**config.mk**
```make
export PLATFORM = sky130hd
export DESIGN_NAME = sttc_cordic_cell
export DESIGN_NICKNAME = d
export VERILOG_FILES = /design/src/rtl/sttc_pkg.sv /design/src/rtl/sttc_cordic_cell.sv
export SDC_FILE = /design/constraint.sdc
export NUM_CORES = 2
export LEC_CHECK = 0
export ABC_AREA = 1
export BUFFER_PORTS_ARGS = -buffer_cell sky130_fd_sc_hd__clkbuf_2
export CELL_PAD_IN_SITES_DETAIL_PLACEMENT = 0
export CELL_PAD_IN_SITES_GLOBAL_PLACEMENT = 1
export CORE_MARGIN = 5
export CORE_UTILIZATION = 35
export DETAILED_ROUTE_END_ITERATION = 10
export MAX_ROUTING_LAYER = met4
export PLACE_DENSITY_LB_ADDON = 0.3
export SKIP_CTS_REPAIR_TIMING = 1
export SYNTH_ARGS = -nofsm -noshare
export SYNTH_HDL_FRONTEND = slang
export SYNTH_SLANG_ARGS = --single-unit
```
**constraint.sdc**
```tcl
create_clock -name clock -period 1.8 [get_ports clock]
set_input_delay 0.09 -clock clock [delete_from_list [all_inputs] [get_ports clock]]
set_output_delay 0.09 -clock clock [all_outputs]
set_load 0.03 [all_outputs]
```
**src/rtl/sttc_pkg.sv**
```systemverilog
package sttc_pkg;

   // angle and vector widths inside the rotation chain
   localparam int unsigned LaneWidth = 34;
   localparam int unsigned AtanLen   = 40;
   localparam int unsigned OutWidth  = 33;
   localparam int unsigned DefaultIterations = 24;

   // gain-compensated start value, Q4.30
   localparam logic signed [LaneWidth-1:0] CordicStart = 34'sd652032874;

   // register indexes of the control port
   typedef enum logic [1:0] {
      REG_REF_LAT  = 2'd0,
      REG_REF_LON  = 2'd1,
      REG_SELF_REF = 2'd2,
      REG_NONE     = 2'd3
   } reg_index_type;

   // atan(2^-i) in units of pi / 2^31
   localparam logic [31:0] ATAN_TAB [AtanLen] = '{
      32'd536870912, 32'd316933406, 32'd167458907, 32'd85004756, 32'd42667331,
      32'd21354465, 32'd10679838, 32'd5340245, 32'd2670163, 32'd1335087,
      32'd667544, 32'd333772, 32'd166886, 32'd83443, 32'd41722, 32'd20861,
      32'd10430, 32'd5215, 32'd2608, 32'd1304, 32'd652, 32'd326, 32'd163,
      32'd81, 32'd41, 32'd20, 32'd10, 32'd5, 32'd3, 32'd1, 32'd1, 32'd0,
      32'd0, 32'd0, 32'd0, 32'd0, 32'd0, 32'd0, 32'd0, 32'd0
   };

   // one rotation lane: cos, sin and residual angle
   typedef struct packed {
      logic signed [LaneWidth-1:0] x;
      logic signed [LaneWidth-1:0] y;
      logic signed [LaneWidth-1:0] z;
   } lane_type;

   // lanes: point latitude, point longitude, site latitude, site longitude
   typedef struct packed {
      logic           valid;
      logic [31:0]    range;
      logic [3:0]     flip;
      lane_type [3:0] lane;
   } cell_type;

   // round a Q.30 product back to its scale
   function automatic logic signed [71:0] rnd30(input logic signed [71:0] p);
      return (p + 72'sd536870912) >>> 30;
   endfunction

endpackage

```
**src/rtl/sttc_cordic_cell.sv**
```systemverilog
module sttc_cordic_cell
   import sttc_pkg::*;
#(
   parameter int unsigned ITER = 0
) (
   input  logic     clock,
   input  logic     reset,
   input  logic     advance,
   input  cell_type cell_in,
   output cell_type cell_out
);

   localparam logic signed [LaneWidth-1:0] Angle =
      LaneWidth'(signed'({1'b0, ATAN_TAB[ITER]}));

   cell_type cell_ff;
   cell_type cell_in_c;

   // one micro-rotation on each of the four lanes
   always_comb begin
      cell_in_c = cell_in;
      for (int k = 0; k < 4; k++) begin
         if (!cell_in.lane[k].z[LaneWidth-1]) begin
            cell_in_c.lane[k].x = cell_in.lane[k].x - (cell_in.lane[k].y >>> ITER);
            cell_in_c.lane[k].y = cell_in.lane[k].y + (cell_in.lane[k].x >>> ITER);
            cell_in_c.lane[k].z = cell_in.lane[k].z - Angle;
         end else begin
            cell_in_c.lane[k].x = cell_in.lane[k].x + (cell_in.lane[k].y >>> ITER);
            cell_in_c.lane[k].y = cell_in.lane[k].y - (cell_in.lane[k].x >>> ITER);
            cell_in_c.lane[k].z = cell_in.lane[k].z + Angle;
         end
      end
   end

   always_ff @(posedge clock) begin
      if (reset) begin
         cell_ff <= '0;
      end else if (advance) begin
         cell_ff <= cell_in_c;
      end
   end

   assign cell_out = cell_ff;

endmodule

```
==> flow_summary.ini <==
[worst_setup_path]
worst_r2r_startpoint = cell_out[419]
critical_path_peak_fanout = 2
critical_path_class = reg2out
rr_worst_depth = 3
critical-path-slowest-cell = sky130_fd_sc_hd__dfxtp_1
path_cells = clkbuf_2
gate_family_responsible_for_the_most_delay_along_the_worst_path = flip-flops
ff2ff_setup_slack_ps = 510
worst-path-buf-inv = 1
critical_path.max_stage_delay_ps = 640
regToRegEndpoint = cell_out[419]
setup.worst_path.end_class = primary output
critPathArrivalTime_ps = 1680
start_kind = flop
worst_ep_required_time_ps = 1710
crit_path_cell_count = 1
worstSetupStartpoint = cell_out[154]
worst_setup_path_endpoint = cell_out[154]

[clock_network]
cts_num_sinks = 441
path_clk_slew_ps = 70
worst_skew_pair.late_latency_ps = 720
cts_made_buffers = 57
clock_tree.root_cell = sky130_fd_sc_hd__clkbuf_16
clock_tree.buffer_depth = 3
htreeDepth = 2
cts_tree = yes

[yosys]
dominant_register_cell_in_the_synthesized_netlist = sky130_fd_sc_hd__dfxtp_1
netlist_instances = 7668
synthXorXnorAreaFrac_pct = 2.47
async_reset_ff_share_pct = 0
yosysWarnings = 0
synthDistinctLibCells = 54
ys_seq_elements = 441
synth_fa_ha_area_share_pct = 12.1
synthDominantAreaCellType = sky130_fd_sc_hd__dfxtp_1
synth-edff-count = 0
dominant_combinational_cell_family_by_area_after_synthesis = simple AND/OR/NAND/NOR gates
post_synth_and_or_nand_nor_area_fraction_pct = 34.3
syn_area_mm2 = 0.0450
seq_area_frac_synth_pct = 19.6
synth-compound-area-share_pct = 18.0
yosysTopAreaCellShare_pct = 19.6
syn_nets = 8540
synth_area_leaders = sky130_fd_sc_hd__dfxtp_1, sky130_fd_sc_hd__nand2_1, sky130_fd_sc_hd__ha_1
synth_area_per_cell_um2 = 5.86
mux_contribution_to_synthesized_area_pct = 0

[final_layout]
layout_commonest_cell = sky130_fd_sc_hd__nand2_1
fraction_of_final_layout_cells_sized_beyond_drive_strength_1_pct = 29.2
num-fill-cells = 13300
area_growth_syn_to_layout_pct = 50.1
layout.cells.most_common_list = sky130_fd_sc_hd__nand2_1, sky130_fd_sc_hd__buf_4, sky130_fd_sc_hd__inv_1
layout.nets = 11000
final_area_mm2 = 0.0675
largest_register_ff_count = 441

[timing]
report.final.hold_viol_count = 3
tns_ps = 0
timing.final.setup_violations = 0
fin_skew_ps = 0
timing_worst_slew_pin_value_ps = 743
fmaxAchievable_mhz = 564
rsz0062_at_grt = true
layout_worst_path_cycle_share_pct = 98.4
maxSlewViolCount = 0
slew-limit-headroom_pct = 50.5
finalWorstPathRequiredPeriod_ps = 1770
holdWs_ps = -35.4

[flow_run]
max_cap_viol_count = 0

[routing]
detail_route.drc_violations = 0
route.top_layer_used = met4
vias = 60700
wl_per_cell_um = 21.6
routed-wl-met2_um = 114000
drt-met1-wl_um = 115000
postRouteAntennaNets = 0
met3WireLength_um = 21400
drtIter0Drc = 6033
viasPerCell = 5.11
dr.pass1.iters = 7
wirelength_um = 257000

[floorplan]
design.die.area_mm2 = 0.136
die_h_um = 368
core_area_mm2 = 0.128
io-pin-count = 893
fp.dieW_um = 368
start_util_pct = 35.2
fp-row-count = 131

[min_path]
whs_path_depth = 6
holdCritPathClass = in2reg

[pwr]
power.leakage_nw = 37.4
power_density_mw_per_mm2 = 687
share_seq_of_total_power_pct = 24.5
internal_dissipation_mw = 26.7
power.switching_mw = 19.7
ir_drop_uv = 808
p_comb_share_pct = 47.8
pwr-share-clk_pct = 27.7
power.share.switching_pct = 42.4

[status]
status = finished with violations
violated_checks = hold timing

[place]
hpwlAfterDp_um = 217000
place_congestion = 1.04
port-buffer-count = 892
dpl_cell_area_mm2 = 0.0629

[global_route]
wire_length_of_the_first_global_routing_pass_um = 364000
grt_usage_pct = 36.4
grt_start_max_net_pins = 91
overflow = 0
antenna_found_initial = 27
grt_pass1_vias = 55700
## power groups by stage
stage,clock network (mW),logic (mW),registers [mW]
global route,13.4,23.7,11.4
detailed placement,0,21.1,11.5
floorplan,0,8.86,12.8
finish,12.9,22.2,11.4
global placement,0,21.0,11.5
CTS,13.1,21.2,11.3
## how the worst min path moves through the flow
stage / to / start / slack, ps
3_3_place_gp: cell_out[307] / cell_in[307] / 310
4_1_cts: cell_out[228] / cell_in[228] / -450
3_5_place_dp: cell_out[228] / cell_in[228] / 320
5_1_grt: cell_out[86] / advance / 20
6_report: cell_out[338] / cell_in[337] / -40
2_1_floorplan: cell_out[131] / cell_in[131] / 180
## tightest hold or removal path: stages
cell	delay (ps)
sky130_fd_sc_hd__clkbuf_2	80
sky130_fd_sc_hd__ha_1	150
sky130_fd_sc_hd__a21oi_1	60
sky130_fd_sc_hd__xnor2_1	130
sky130_fd_sc_hd__o21ai_0	70
sky130_fd_sc_hd__inv_1	50
## kinds of logic after synthesis
logic type,after synthesis
compound gates,1478
xor+xnor,127
fa+ha+maj,424
buf+inv,1490
flops,441
simple gates,3708
## cell usage after synthesis (79+ instances only)
cell type and count:
sky130_fd_sc_hd__a21oi_1 611, sky130_fd_sc_hd__buf_4 79, sky130_fd_sc_hd__clkbuf_1 154, sky130_fd_sc_hd__dfxtp_1 441, sky130_fd_sc_hd__ha_1 408, sky130_fd_sc_hd__inv_1 1152, sky130_fd_sc_hd__nand2_1 1813, sky130_fd_sc_hd__nand3_1 668
sky130_fd_sc_hd__nor2_1 967, sky130_fd_sc_hd__o211ai_1 124, sky130_fd_sc_hd__o21ai_0 555, sky130_fd_sc_hd__xor2_1 121
## metal layers
layer | vias up | track usage [%]
li1 | 29500 | -
met1 | 28400 | 49.2
met2 | 2582 | 57.3
met3 | 289 | 5.74
met4 | 0 | 8.29
met5 | - | -
## metrics by stage
step / setup slack [ps] / total power [mW] / util [%] / instances
finish: 28.0 / 46.4 / 52.9 / 11900
global route: -29.8 / 48.6 / 52.9 / 11900
CTS: -191 / 45.6 / 50.9 / 11700
detailed placement: -887 / 32.6 / 49.3 / 11600
global placement: -879 / 32.6 / 49.3 / 11600
floorplan: 0.668 / 21.7 / - / 7668
## cell type report
| cell class | count | area, µm² | share of cell area, % |
|---|---|---|---|
| Tap cell | 1662 | 2080 | 3.08 |
| Sequential cell | 441 | 8830 | 13.1 |
| Antenna cell | 20 | 50.0 | 0.0741 |
| Timing Repair Buffer | 2755 | 19400 | 28.7 |
| Clock buffer | 73 | 1580 | 2.34 |
| Clock inverter | 34 | 479 | 0.710 |
| Multi-Input combinational cell | 5737 | 30700 | 45.5 |
| Inverter | 1166 | 4390 | 6.51 |
Note: power is estimated with default switching activity, not from simulation.
